`config.mk`:
```
export PLATFORM = sky130hd
export DESIGN_NAME = config_line_lexer
export DESIGN_NICKNAME = d
export VERILOG_FILES = /design/src/rtl/cll_pkg.sv /design/src/rtl/cll_lexer.sv /design/src/rtl/cll_result_fifo.sv /design/src/rtl/config_line_lexer.sv
export SDC_FILE = /design/constraint.sdc
export NUM_CORES = 1
export LEC_CHECK = 0
export ABC_AREA = 1
export BUFFER_PORTS_ARGS = -buffer_cell sky130_fd_sc_hd__buf_2
export CORE_MARGIN = 8
export CORE_UTILIZATION = 45
export DETAILED_ROUTE_END_ITERATION = 10
export GPL_ROUTABILITY_DRIVEN = 1
export PLACE_DENSITY = 0.66
export SLEW_MARGIN = 25
export SYNTH_ARGS = -nofsm -noshare
export SYNTH_HDL_FRONTEND = slang
export SYNTH_HIERARCHICAL = 1
export SYNTH_SLANG_ARGS = --single-unit
```
`constraint.sdc`:
```
create_clock -name clk -period 3.9 [get_ports clk]
set_input_delay 0.78 -clock clk [delete_from_list [all_inputs] [get_ports clk]]
set_output_delay 0.78 -clock clk [all_outputs]
set_load 0.02 [all_outputs]
```
`src/rtl/cll_pkg.sv`:
```
// cll_pkg: shared types and constants of the settings-line lexer
// no dependencies; used by cll_lexer, cll_result_fifo and config_line_lexer
`default_nettype none

package cll_pkg;

	localparam int unsigned CharW = 8;
	localparam int unsigned KindW = 3;
	localparam int unsigned ErrW  = 2;
	localparam int unsigned CfgIdxW = 3;
	localparam int unsigned FifoDepth = 4;
	localparam int unsigned FifoPtrW  = 2;
	localparam int unsigned FifoCntW  = 3;

	localparam logic [KindW-1:0] KIND_IDENT  = 3'd0;
	localparam logic [KindW-1:0] KIND_INT    = 3'd1;
	localparam logic [KindW-1:0] KIND_FLOAT  = 3'd2;
	localparam logic [KindW-1:0] KIND_STRING = 3'd3;
	localparam logic [KindW-1:0] KIND_DELIM  = 3'd4;
	localparam logic [KindW-1:0] KIND_OPEN   = 3'd5;
	localparam logic [KindW-1:0] KIND_CLOSE  = 3'd6;

	localparam logic [ErrW-1:0] ERR_NONE    = 2'd0;
	localparam logic [ErrW-1:0] ERR_DOTS    = 2'd1;
	localparam logic [ErrW-1:0] ERR_UNKNOWN = 2'd2;

	localparam logic [CfgIdxW-1:0] REG_QUOTE   = 3'd0;
	localparam logic [CfgIdxW-1:0] REG_ESCAPE  = 3'd1;
	localparam logic [CfgIdxW-1:0] REG_DELIM   = 3'd2;
	localparam logic [CfgIdxW-1:0] REG_COMMENT = 3'd3;
	localparam logic [CfgIdxW-1:0] REG_DQMODE  = 3'd4;

	localparam logic [CharW-1:0] CH_UNDERSCORE = 8'h5F;
	localparam logic [CharW-1:0] CH_DOT        = 8'h2E;
	localparam logic [CharW-1:0] CH_LBRACKET   = 8'h5B;
	localparam logic [CharW-1:0] CH_RBRACKET   = 8'h5D;

	typedef enum logic [6:0] {
		MODE_IDLE    = 7'b0000001,
		MODE_IDENT   = 7'b0000010,
		MODE_NUM     = 7'b0000100,
		MODE_STR     = 7'b0001000,
		MODE_ESC     = 7'b0010000,
		MODE_QQ      = 7'b0100000,
		MODE_DISCARD = 7'b1000000
	} lex_mode_t;

	typedef struct packed {
		logic [CharW-1:0] quote_char;
		logic [CharW-1:0] escape_char;
		logic [CharW-1:0] delimiter_char;
		logic [CharW-1:0] comment_char;
		logic             double_quote_mode;
	} cfg_t;

	typedef struct packed {
		logic [KindW-1:0] token_kind;
		logic [CharW-1:0] data_char;
		logic             has_char;
		logic             token_done;
		logic [ErrW-1:0]  error_code;
		logic             last;
	} result_t;

	typedef struct packed {
		logic [1:0] count;
		result_t    r0;
		result_t    r1;
	} lex_out_t;

endpackage

`default_nettype wire

```
`src/rtl/cll_lexer.sv`:
```
// cll_lexer: lexer state register and the per-character next-state and result logic
// depends on cll_pkg; produces zero, one or two results per accepted item
`default_nettype none

module cll_lexer (
	input  wire                         clk,
	input  wire                         arst_n,
	input  wire                         accept,
	input  wire  [cll_pkg::CharW-1:0]   char_code,
	input  wire                         line_end,
	input  wire  cll_pkg::cfg_t         cfg,
	output cll_pkg::lex_mode_t          mode,
	output cll_pkg::lex_out_t           lex_out
);
	import cll_pkg::*;

	typedef struct packed {
		lex_mode_t mode;
		logic      dot;
		logic      valid;
		result_t   res;
	} idle_t;

	lex_mode_t mode_q, mode_d;
	logic      dot_q, dot_d;

	function automatic logic is_letter(input logic [CharW-1:0] c);
		return (c >= 8'h41 && c <= 8'h5A) || (c >= 8'h61 && c <= 8'h7A);
	endfunction

	function automatic logic is_digit(input logic [CharW-1:0] c);
		return c >= 8'h30 && c <= 8'h39;
	endfunction

	function automatic logic is_space(input logic [CharW-1:0] c);
		return c == 8'h20 || (c >= 8'h09 && c <= 8'h0D);
	endfunction

	function automatic result_t mk(input logic [KindW-1:0] kind, input logic [CharW-1:0] ch,
			input logic has, input logic done, input logic [ErrW-1:0] err);
		result_t r;
		r.token_kind = kind;
		r.data_char  = ch;
		r.has_char   = has;
		r.token_done = done;
		r.error_code = err;
		r.last       = 1'b0;
		return r;
	endfunction

	function automatic idle_t idle_byte(input logic [CharW-1:0] c, input logic dot,
			input cfg_t cf);
		idle_t o;
		o.mode  = MODE_IDLE;
		o.dot   = dot;
		o.valid = 1'b0;
		o.res   = mk(KIND_IDENT, '0, 1'b0, 1'b0, ERR_NONE);
		if (is_letter(c) || c == CH_UNDERSCORE) begin
			o.mode  = MODE_IDENT;
			o.valid = 1'b1;
			o.res   = mk(KIND_IDENT, c, 1'b1, 1'b0, ERR_NONE);
		end else if (is_digit(c) || c == CH_DOT) begin
			o.mode  = MODE_NUM;
			o.dot   = (c == CH_DOT);
			o.valid = 1'b1;
			o.res   = mk((c == CH_DOT) ? KIND_FLOAT : KIND_INT, c, 1'b1, 1'b0, ERR_NONE);
		end else if (c == cf.quote_char) begin
			o.mode = MODE_STR;
		end else if (c == cf.delimiter_char) begin
			o.valid = 1'b1;
			o.res   = mk(KIND_DELIM, '0, 1'b0, 1'b1, ERR_NONE);
		end else if (c == CH_LBRACKET) begin
			o.valid = 1'b1;
			o.res   = mk(KIND_OPEN, '0, 1'b0, 1'b1, ERR_NONE);
		end else if (c == CH_RBRACKET) begin
			o.valid = 1'b1;
			o.res   = mk(KIND_CLOSE, '0, 1'b0, 1'b1, ERR_NONE);
		end else if (c == cf.comment_char) begin
			o.mode = MODE_DISCARD;
		end else if (is_space(c)) begin
			o.mode = MODE_IDLE;
		end else begin
			o.mode  = MODE_DISCARD;
			o.valid = 1'b1;
			o.res   = mk(KIND_IDENT, '0, 1'b0, 1'b0, ERR_UNKNOWN);
		end
		return o;
	endfunction

	idle_t       idl;
	logic        pre_v, use_idle;
	result_t     pre_r;
	logic [KindW-1:0] nkind;

	always_comb begin
		nkind    = dot_q ? KIND_FLOAT : KIND_INT;
		idl      = idle_byte(char_code, dot_q, cfg);
		pre_v    = 1'b0;
		pre_r    = mk(KIND_IDENT, '0, 1'b0, 1'b0, ERR_NONE);
		use_idle = 1'b0;
		mode_d   = mode_q;
		dot_d    = dot_q;
		if (line_end) begin
			mode_d = MODE_IDLE;
			dot_d  = 1'b0;
			case (mode_q)
				MODE_IDENT: begin
					pre_v = 1'b1;
					pre_r = mk(KIND_IDENT, '0, 1'b0, 1'b1, ERR_NONE);
				end
				MODE_NUM: begin
					pre_v = 1'b1;
					pre_r = mk(nkind, '0, 1'b0, 1'b1, ERR_NONE);
				end
				MODE_STR, MODE_ESC, MODE_QQ: begin
					pre_v = 1'b1;
					pre_r = mk(KIND_STRING, '0, 1'b0, 1'b1, ERR_NONE);
				end
				default: begin
					pre_v = 1'b0;
				end
			endcase
		end else begin
			case (mode_q)
				MODE_IDENT: begin
					pre_v = 1'b1;
					if (is_letter(char_code) || is_digit(char_code) ||
							char_code == CH_UNDERSCORE) begin
						pre_r = mk(KIND_IDENT, char_code, 1'b1, 1'b0, ERR_NONE);
					end else begin
						pre_r    = mk(KIND_IDENT, '0, 1'b0, 1'b1, ERR_NONE);
						use_idle = 1'b1;
					end
				end
				MODE_NUM: begin
					pre_v = 1'b1;
					if (is_digit(char_code)) begin
						pre_r = mk(nkind, char_code, 1'b1, 1'b0, ERR_NONE);
					end else if (char_code == CH_DOT) begin
						if (dot_q) begin
							mode_d = MODE_DISCARD;
							pre_r  = mk(KIND_IDENT, '0, 1'b0, 1'b0, ERR_DOTS);
						end else begin
							dot_d = 1'b1;
							pre_r = mk(KIND_FLOAT, char_code, 1'b1, 1'b0, ERR_NONE);
						end
					end else begin
						pre_r    = mk(nkind, '0, 1'b0, 1'b1, ERR_NONE);
						use_idle = 1'b1;
					end
				end
				MODE_STR: begin
					if (cfg.double_quote_mode) begin
						if (char_code == cfg.quote_char) begin
							mode_d = MODE_QQ;
						end else begin
							pre_v = 1'b1;
							pre_r = mk(KIND_STRING, char_code, 1'b1, 1'b0, ERR_NONE);
						end
					end else if (char_code == cfg.escape_char) begin
						mode_d = MODE_ESC;
					end else if (char_code == cfg.quote_char) begin
						mode_d = MODE_IDLE;
						pre_v  = 1'b1;
						pre_r  = mk(KIND_STRING, '0, 1'b0, 1'b1, ERR_NONE);
					end else begin
						pre_v = 1'b1;
						pre_r = mk(KIND_STRING, char_code, 1'b1, 1'b0, ERR_NONE);
					end
				end
				MODE_ESC: begin
					mode_d = MODE_STR;
					pre_v  = 1'b1;
					pre_r  = mk(KIND_STRING, char_code, 1'b1, 1'b0, ERR_NONE);
				end
				MODE_QQ: begin
					pre_v = 1'b1;
					if (char_code == cfg.quote_char) begin
						mode_d = MODE_STR;
						pre_r  = mk(KIND_STRING, char_code, 1'b1, 1'b0, ERR_NONE);
					end else begin
						pre_r    = mk(KIND_STRING, '0, 1'b0, 1'b1, ERR_NONE);
						use_idle = 1'b1;
					end
				end
				MODE_DISCARD: begin
					mode_d = MODE_DISCARD;
				end
				default: begin
					use_idle = 1'b1;
				end
			endcase
			if (use_idle) begin
				mode_d = idl.mode;
				dot_d  = idl.dot;
			end
		end
	end

	logic idle_v;

	always_comb begin
		idle_v  = use_idle && idl.valid;
		lex_out = '0;
		if (pre_v && idle_v) begin
			lex_out.count   = 2'd2;
			lex_out.r0      = pre_r;
			lex_out.r1      = idl.res;
			lex_out.r1.last = 1'b1;
		end else if (pre_v) begin
			lex_out.count   = 2'd1;
			lex_out.r0      = pre_r;
			lex_out.r0.last = 1'b1;
		end else if (idle_v) begin
			lex_out.count   = 2'd1;
			lex_out.r0      = idl.res;
			lex_out.r0.last = 1'b1;
		end
	end

	always_ff @(posedge clk or negedge arst_n) begin
		if (!arst_n) begin
			mode_q <= MODE_IDLE;
			dot_q  <= 1'b0;
		end else if (accept) begin
			mode_q <= mode_d;
			dot_q  <= dot_d;
		end
	end

	assign mode = mode_q;

endmodule

`default_nettype wire

```
`src/rtl/cll_result_fifo.sv`:
```
// cll_result_fifo: small result queue taking up to two results per transfer
// depends on cll_pkg; drives the master-side stream from its head entry
`default_nettype none

module cll_result_fifo (
	input  wire                           clk,
	input  wire                           arst_n,
	input  wire                           push,
	input  wire cll_pkg::lex_out_t        lex_out,
	output logic                          room,
	output logic                          out_valid,
	input  wire                           out_ready,
	output cll_pkg::result_t              out_res,
	output logic [cll_pkg::FifoCntW-1:0]  count
);
	import cll_pkg::*;

	result_t               mem_q [FifoDepth];
	logic [FifoPtrW-1:0]   wr_q, rd_q;
	logic [FifoCntW-1:0]   cnt_q;
	logic [1:0]            push_n;
	logic                  pop;

	assign push_n    = push ? lex_out.count : 2'd0;
	assign out_valid = cnt_q != '0;
	assign pop       = out_valid && out_ready;
	assign room      = cnt_q <= FifoCntW'(FifoDepth - 2);
	assign out_res   = mem_q[rd_q];
	assign count     = cnt_q;

	always_ff @(posedge clk) begin
		if (push_n != 2'd0) begin
			mem_q[wr_q] <= lex_out.r0;
		end
		if (push_n == 2'd2) begin
			mem_q[wr_q + FifoPtrW'(1)] <= lex_out.r1;
		end
	end

	always_ff @(posedge clk or negedge arst_n) begin
		if (!arst_n) begin
			wr_q  <= '0;
			rd_q  <= '0;
			cnt_q <= '0;
		end else begin
			wr_q  <= wr_q + FifoPtrW'(push_n);
			rd_q  <= rd_q + FifoPtrW'(pop);
			cnt_q <= cnt_q + FifoCntW'(push_n) - FifoCntW'(pop);
		end
	end

endmodule

`default_nettype wire

```
`src/rtl/config_line_lexer.sv`:
```
// config_line_lexer: streaming tokenizer for settings-file lines, one character per transfer
// each result is registered in the result queue and presented on the master side from its head
// throughput: one input per cycle while the result queue has room; an input giving two results
// is absorbed by a four-entry result queue that holds off input when fewer than two slots are free
// reset: arst_n clears lexer state, queue and registers to their defaults
`default_nettype none

module config_line_lexer (
	input  wire                        clk,
	input  wire                        arst_n,
	input  wire                        s_tvalid,
	output logic                       s_tready,
	input  wire  [7:0]                 s_tdata,   // char_code
	input  wire                        s_tlast,   // line_end
	output logic                       m_tvalid,
	input  wire                        m_tready,
	output logic [7:0]                 m_tdata,   // data_char
	output logic [6:0]                 m_tuser,   // token_kind, has_char, token_done, error_code
	output logic                       m_tlast,   // last
	input  wire                        cfg_we,
	input  wire  [cll_pkg::CfgIdxW-1:0] cfg_index,
	input  wire  [cll_pkg::CharW-1:0]  cfg_data
);
	import cll_pkg::*;

	cfg_t                cfg_q;
	lex_mode_t           mode;
	lex_out_t            lex_out;
	result_t             head;
	logic                accept, room;
	logic [FifoCntW-1:0] count;

	always_ff @(posedge clk or negedge arst_n) begin
		if (!arst_n) begin
			cfg_q.quote_char        <= 8'd34;
			cfg_q.escape_char       <= 8'd92;
			cfg_q.delimiter_char    <= 8'd61;
			cfg_q.comment_char      <= 8'd59;
			cfg_q.double_quote_mode <= 1'b0;
		end else if (cfg_we) begin
			case (cfg_index)
				REG_QUOTE:   cfg_q.quote_char        <= cfg_data;
				REG_ESCAPE:  cfg_q.escape_char       <= cfg_data;
				REG_DELIM:   cfg_q.delimiter_char    <= cfg_data;
				REG_COMMENT: cfg_q.comment_char      <= cfg_data;
				REG_DQMODE:  cfg_q.double_quote_mode <= cfg_data[0];
				default: begin
				end
			endcase
		end
	end

	assign s_tready = room;
	assign accept   = s_tvalid && room;

	cll_lexer u_lexer (
		.clk       (clk),
		.arst_n    (arst_n),
		.accept    (accept),
		.char_code (s_tdata),
		.line_end  (s_tlast),
		.cfg       (cfg_q),
		.mode      (mode),
		.lex_out   (lex_out)
	);

	cll_result_fifo u_fifo (
		.clk       (clk),
		.arst_n    (arst_n),
		.push      (accept),
		.lex_out   (lex_out),
		.room      (room),
		.out_valid (m_tvalid),
		.out_ready (m_tready),
		.out_res   (head),
		.count     (count)
	);

	assign m_tdata = head.data_char;
	assign m_tuser = {head.error_code, head.token_done, head.has_char, head.token_kind};
	assign m_tlast = head.last;

	// queue never overfills
	a_fifo_bound: assert property (@(posedge clk) disable iff (!arst_n)
		count <= FifoCntW'(FifoDepth))
		else $error("result queue overflow");

	// line end always returns the lexer to idle
	a_line_end_idle: assert property (@(posedge clk) disable iff (!arst_n)
		(accept && s_tlast) |=> (mode == MODE_IDLE))
		else $error("lexer not idle after line end");

	// discarded characters give no result
	a_discard_silent: assert property (@(posedge clk) disable iff (!arst_n)
		(accept && !s_tlast && mode == MODE_DISCARD) |-> (lex_out.count == 2'd0))
		else $error("result produced while discarding");

endmodule

`default_nettype wire
```
# --- Word level (Yosys, flattened, before mapping) ---
# Memories as Yosys holds them, arrays and structs flattened.
# Cells that the tools add are included.
# W data, S select, Z words.
op_classes:
  addsub: 5
  order_cmp: 9
  n_eq_ne: 29
  n_mux: 69
  n_reduce_logical: 31
ops:
  columns: ["op", "count"]
  rows:
  - ["$mux W17", 9]
  - ["$mux W7", 18]
  - ["$mux W16", 6]
  - ["$pmux W16 S5", 1]
  - ["$pmux W16 S3", 1]
  - ["$mux W13", 3]
  - ["$mux W18", 2]
  - ["$pmux W7 S5", 1]
  - ["$eq A8 B8 Y1", 4]
  - ["$mux W15", 2]
  - ["$eq A8 B7 Y1 const B", 3]
  - ["$mux W1", 21]
  - ["$eq A8 B6 Y1 const B", 2]
  - ["$ge A8 B7 Y1 const B", 2]
  - ["$le A8 B7 Y1 const B", 2]
  - ["$ne A4 B2 Y1 const B", 3]
  - ["$reduce_and A2 Y1", 5]
  - ["$reduce_bool A3 Y1", 3]
  - ["$ge A8 B4 Y1 const B", 1]
  - ["$ge A8 B6 Y1 const B", 1]
  - ["$le A8 B4 Y1 const B", 1]
  - ["$le A8 B6 Y1 const B", 1]
  - ["$logic_and A1 B1 Y1", 8]
  - ["$reduce_and A8 Y1", 1]
  - ["32 further kinds", 42]
totals:
  regBits: 48
  ram_bits: 64
  input_bits: 25
  out_inout_bits: 18
  word_cells: 154
  n_memories: 1
mem_list:
  columns: ["memory", "words", "word_bits", "rd", "rd_clocked_by_memory_dff", "write_ports", "line", "text"]
  rows:
  - ["u_fifo.mem_q", 4, 16, 1, 0, 2, "cll_result_fifo.sv:18", "result_t mem_q [FifoDepth];"]

# --- Longest topological paths before layout ---
logic_depth:
  depth_word: 19
  mapped_depth: 24
  mapped_depth_nobuf: 22

# --- By module ---
# Netlist, hierarchy kept.
by_module_without_submodules:
  columns: ["module", "n_inst", "cells_each", "area_per_inst_um2", "seq_area_each_um2"]
  rows:
  - ["cll_result_fifo", 1, 394, 3809.9, 2097.0]
  - ["cll_lexer", 1, 363, 2080.7, 201.4]
  - ["config_line_lexer", 1, 156, 1393.8, 845.8]

# --- Least setup slack after synthesis ---
# OpenSTA, ideal clock, no wires.
synth_path:
  path_type: "input -> register"
  from: "in s_tdata[7]"
  to: "reg u_fifo.cnt_q[2] (netlist: u_fifo/count[2])"
  setup_time_ns: 0.117
  t_arrival_ns: 3.419
  required_time_ns: 3.783
  slack_ns: 0.364
  path_stages: 22
  n_path_buf: 2
  cell_sequence: "buf_4 > nor2_4 > nand3_2 > nor2_8 > nor2_2 > nand2_2 > nand4_4 > nand2_4 > nor2_4 > ha_1 > buf_4 > nand2_1 > inv_1 > nand2_1 > nand2_1 > ha_1 > inv_1 > fa_1 > xnor2_1 > inv_1 > nand2_1 > nand2_1"
synth_lines:
  columns: ["item", "line", "text"]
  rows:
  - ["start, declared", "config_line_lexer.sv:13", "input wire [7:0] s_tdata,"]
  - ["end signal, assigned", "cll_result_fifo.sv:48", "cnt_q <= cnt_q + FifoCntW'(push_n) - FifoCntW'(pop);"]
  - ["end, declared", "cll_result_fifo.sv:20", "logic [FifoCntW-1:0] cnt_q;"]

# --- Final worst setup path ---
layout_path:
  from: "in s_tdata[6]"
  to: "reg u_fifo.cnt_q[2] (netlist: u_fifo/count[2])"
layout_between:
  elab_chain_len: 18
  elab_cells_between_ends: 54
  cone_classes: "2 x add/sub; 8 x order compare; 9 x eq/ne; 23 x mux; 12 x reduce/logical"
layout_rtl:
  columns: ["item", "line", "text"]
  rows:
  - ["$ge A8 B4 Y1 or $le A8 B4 Y1 (tied branches)", "cll_lexer.sv:36", "return c == 8'h20 || (c >= 8'h09 && c <= 8'h0D);"]
  - ["$logic_and A1 B1 Y1", "cll_lexer.sv:36", null]
  - ["$logic_or A1 B1 Y1", "cll_lexer.sv:36", null]
  - ["$mux W17", "cll_lexer.sv:80", "end else if (is_space(c)) begin"]
  - ["$mux W17", "cll_lexer.sv:78", "end else if (c == cf.comment_char) begin"]
  - ["$mux W17", "cll_lexer.sv:75", "end else if (c == CH_RBRACKET) begin"]
  - ["$mux W17", "cll_lexer.sv:72", "end else if (c == CH_LBRACKET) begin"]
  - ["$mux W17", "cll_lexer.sv:69", "end else if (c == cf.delimiter_char) begin"]
  - ["(+2 left out)", null, null]
  - ["$mux W17", "cll_lexer.sv:58", "if (is_letter(c) || c == CH_UNDERSCORE) begin"]
  - ["$logic_and A1 B1 Y1", "cll_lexer.sv:203", "idle_v = use_idle && idl.valid;"]
  - ["$mux W17", "cll_lexer.sv:214", "end else if (idle_v) begin"]
  - ["$mux W18", "cll_lexer.sv:210", "end else if (pre_v) begin"]
  - ["$mux W18 (*)", "cll_lexer.sv:205", "if (pre_v && idle_v) begin"]
  - ["$mux W2 (*)", "cll_result_fifo.sv:24", "assign push_n = push ? lex_out.count : 2'd0;"]
  - ["$add A3 B2 Y3 (*)", "cll_result_fifo.sv:48", null]
  - ["$sub A3 B1 Y3 (*)", "cll_result_fifo.sv:48", null]
# Every way passes the cells marked *; elsewhere a longest branch is shown, timed or not. The select of a mux whose other input is x is not followed.
# A chain may end at the register's enable or synchronous reset.

==> metrics <==
status=completed; Pre-antenna DRT Iters=5; GRT Total Usage=17.6%; RSZ-0062 raised after global routing=false; mux cell area share after synthesis=0%; TritonCTS Buffers=9; die height=143 um; share of layout cells above drive strength 1=21.5%; clk_skew=0.0117 ns; Seq cells post-synth=112; fin crit share=86.1%; DRC viols=0; first-pass GRT wire length=28.2 mm; Ys Warns=6; largest area contributor in the netlist=edfxtp_1; XOR/XNOR share of the synthesized area=2.65%; Max Clock Freq=298 MHz; sequential share of the synthesized area=43.2%; post-CTS setup buffers=0; maxcap violations=0; top cell type's share of synthesized area=26.4%; count of different cell masters after synthesis=41; vias in the first global route=5540; worst vdd rail ir drop=0.218 mV; Most used DFF post-synth=edfxtp_1; mean area per synthesized cell=7.98 um^2; post-synthesis cell count=913; Final Setup Violations=0; setup TNS=0 ns; 1st-iter DRT viols=403; GR Overflow Total=0; Worst Setup End Kind=flop; # diodes=0; initial antenna violation count=0; Post-synth EDFFs=64; Initial Util=46.0%; max_slew headroom=40.8%; Clock Sinks=112; largest family of logic cells by synthesized area=simple AND/OR/NAND/NOR gates; Leakage=3.48 nW; Post-Synth Simple-Gate Area=31.3%; later-pin clock latency in the skew report=0.36 ns; Synth area leaders=edfxtp_1, nand2_1, dfrtp_1; # port buffers=42; H-tree levels=3; CP Max Fanout=7; placed cell count=1148; drt wl/cell=14.8 um; Ports=43; CORE AREA=0.0158 mm^2; die area=0.0205 mm^2; CTS tree=yes; most common cell in the synthesized netlist=nand2_1; root buffer cell=clkbuf_16; Async SR Flop Fraction=42.9%; final hold vios=0; vias after detailed routing=5930; hold_buf cts=0; Filler Cell Count=1513; pin slew with the least headroom to its limit=0.888 ns; Worst Path Required=4.16 ns; pwr/cell area=532 mW/mm^2; CTS clock-pin slew for the worst setup and hold paths=0.08 ns; gpl congestion=0.901; critical path type=in -> reg; fin. max-slew vios=0; # nets final=976; P&R area growth vs syn=8.24%; CTS max path bufs=2; Synth Area in Compound Gates=12.5%; post-route insts no fill=1164; Die W=143 um; Hold Crit Class=reg -> reg; Cell Rows=46; critical path launch point type=input port; Post-Syn Area=0.00728 mm^2; minimum clock period after layout=3.36 ns; vias per cell=5.09; pin count of the biggest net entering global routing=40; CTS resizes=0; Final HPWL DP=12.8 mm; Adder-Cell Fraction of Synth Area=1.48%; Post-Route WL=17.3 mm; antenna-violating nets left=0; Crit path arrival time=3.62 ns; Post-synth top cells=nand2_1, nor2_1, inv_1, edfxtp_1, o21ai_0
-- cells by family after synthesis --
logic type	Yosys count
xor gates and xnor gates	22
other	1
buffers and inverters	124
adders and majority gates	8
DFF	112
and+or+nand+nor	494
AOI/OAI and AO/OA	152
-- state kept, by name, indices dropped and copies added, names as in the netlist --
register,flops
u_fifo/wr_q,2
cfg_q,33
u_lexer/mode,7
u_fifo/mem_q,64
u_fifo/count,3
u_lexer/dot_q,1
u_fifo/rd_q,2
-- layout by cell type (no fill, tap or decap), types with 3 or more instances in the layout --
master / instances
a21oi_1: 19
buf_2: 42
buf_4: 16
clkbuf_16: 9
dfrtp_1: 31
dfstp_2: 17
edfxtp_1: 64
ha_1: 7
inv_1: 66
inv_2: 16
nand2_1: 282
nand2_2: 11
nand2_4: 7
nand3_1: 44
nand3_2: 9
nand4_1: 3
nor2_1: 98
nor2_2: 15
nor2_4: 9
nor2_8: 4
nor3_1: 5
o21ai_0: 53
o21ai_1: 40
o21ai_2: 36
xnor2_1: 16
xor2_1: 6
-- where the power goes --
| part | internal, mW | leakage (nW) | switching, mW |
|---|---|---|---|
| Combinational | 0.523 | 2.16 | 1.07 |
| Clock | 0.567 | 0.149 | 0.442 |
| Sequential | 1.47 | 1.17 | 0.122 |
| Total | 2.56 | 3.48 | 1.63 |
-- critical path, cell delays in order --
cell     delay [ns]
buf_2          0.17
inv_2          0.09
nand2_1        0.05
nand2_1        0.05
nand2_1        0.06
nor2_1         0.19
nand2_2        0.14
nand2_1        0.17
nand4_4        0.17
nand2_4        0.13
nor2_4         0.06
ha_1           0.29
nand2_1        0.07
inv_1          0.14
nand2_1        0.07
nand2_1        0.07
ha_1           0.13
inv_1          0.05
fa_1           0.37
xnor2_1        0.20
inv_1          0.06
nand2_1        0.05
nand2_1        0.04
-- through the flow --
step | utilization [%] | hold WS, ns | setup WS [ns] | power (mW) | cell area, um^2
after global placement | 47.8 | 0.455 | 0.281 | 3.20 | 7560
final | 49.8 | 0.469 | 0.541 | 4.20 | 7890
after global routing | 49.8 | 0.493 | 0.229 | 4.49 | 7890
after detailed placement | 47.8 | 0.462 | 0.214 | 3.23 | 7560
after CTS | 49.8 | 0.473 | 0.590 | 4.24 | 7890
after floorplan | - | 0.442 | 0.364 | 2.79 | 7290
-- path summary, 6_finish.rpt --
check                                startpoint               to  slack [ns]  cells after the start
worst min register to register        cfg_q[23]        cfg_q[23]        0.47                      2
worst max-delay path                 s_tdata[6]  u_fifo/count[2]        0.54                     23
min in group asynchronous                arst_n  u_lexer/mode[5]        0.54                      1
max in group asynchronous                arst_n  u_fifo/count[0]        2.67                      2
worst min-delay path                  cfg_q[23]        cfg_q[23]        0.47                      2
worst max register to register  u_lexer/mode[2]  u_fifo/count[2]        0.66                     15
-- routing by layer --
metal / vias up / track usage [%] / wire length, um
met5: - / 0 / 0
met4: 0 / 7.03 / 350
met1: 2761 / 22.5 / 8030
met3: 23 / 3.04 / 804
li1: 3004 / - / -
met2: 142 / 28.9 / 8060
-- cell type report --
| class | instances | area (um^2) | area share (%) |
|---|---|---|---|
| repair buffers | 58 | 330 | 4.19 |
| well taps | 216 | 270 | 3.43 |
| inverters | 84 | 320 | 4.06 |
| multi-input cells | 678 | 3500 | 44.4 |
| clock inverters | 6 | 92.6 | 1.17 |
| clock buffers | 10 | 229 | 2.90 |
| flip-flops and latches | 112 | 3140 | 39.9 |
No activity file was read; power rests on OpenSTA's default activity.
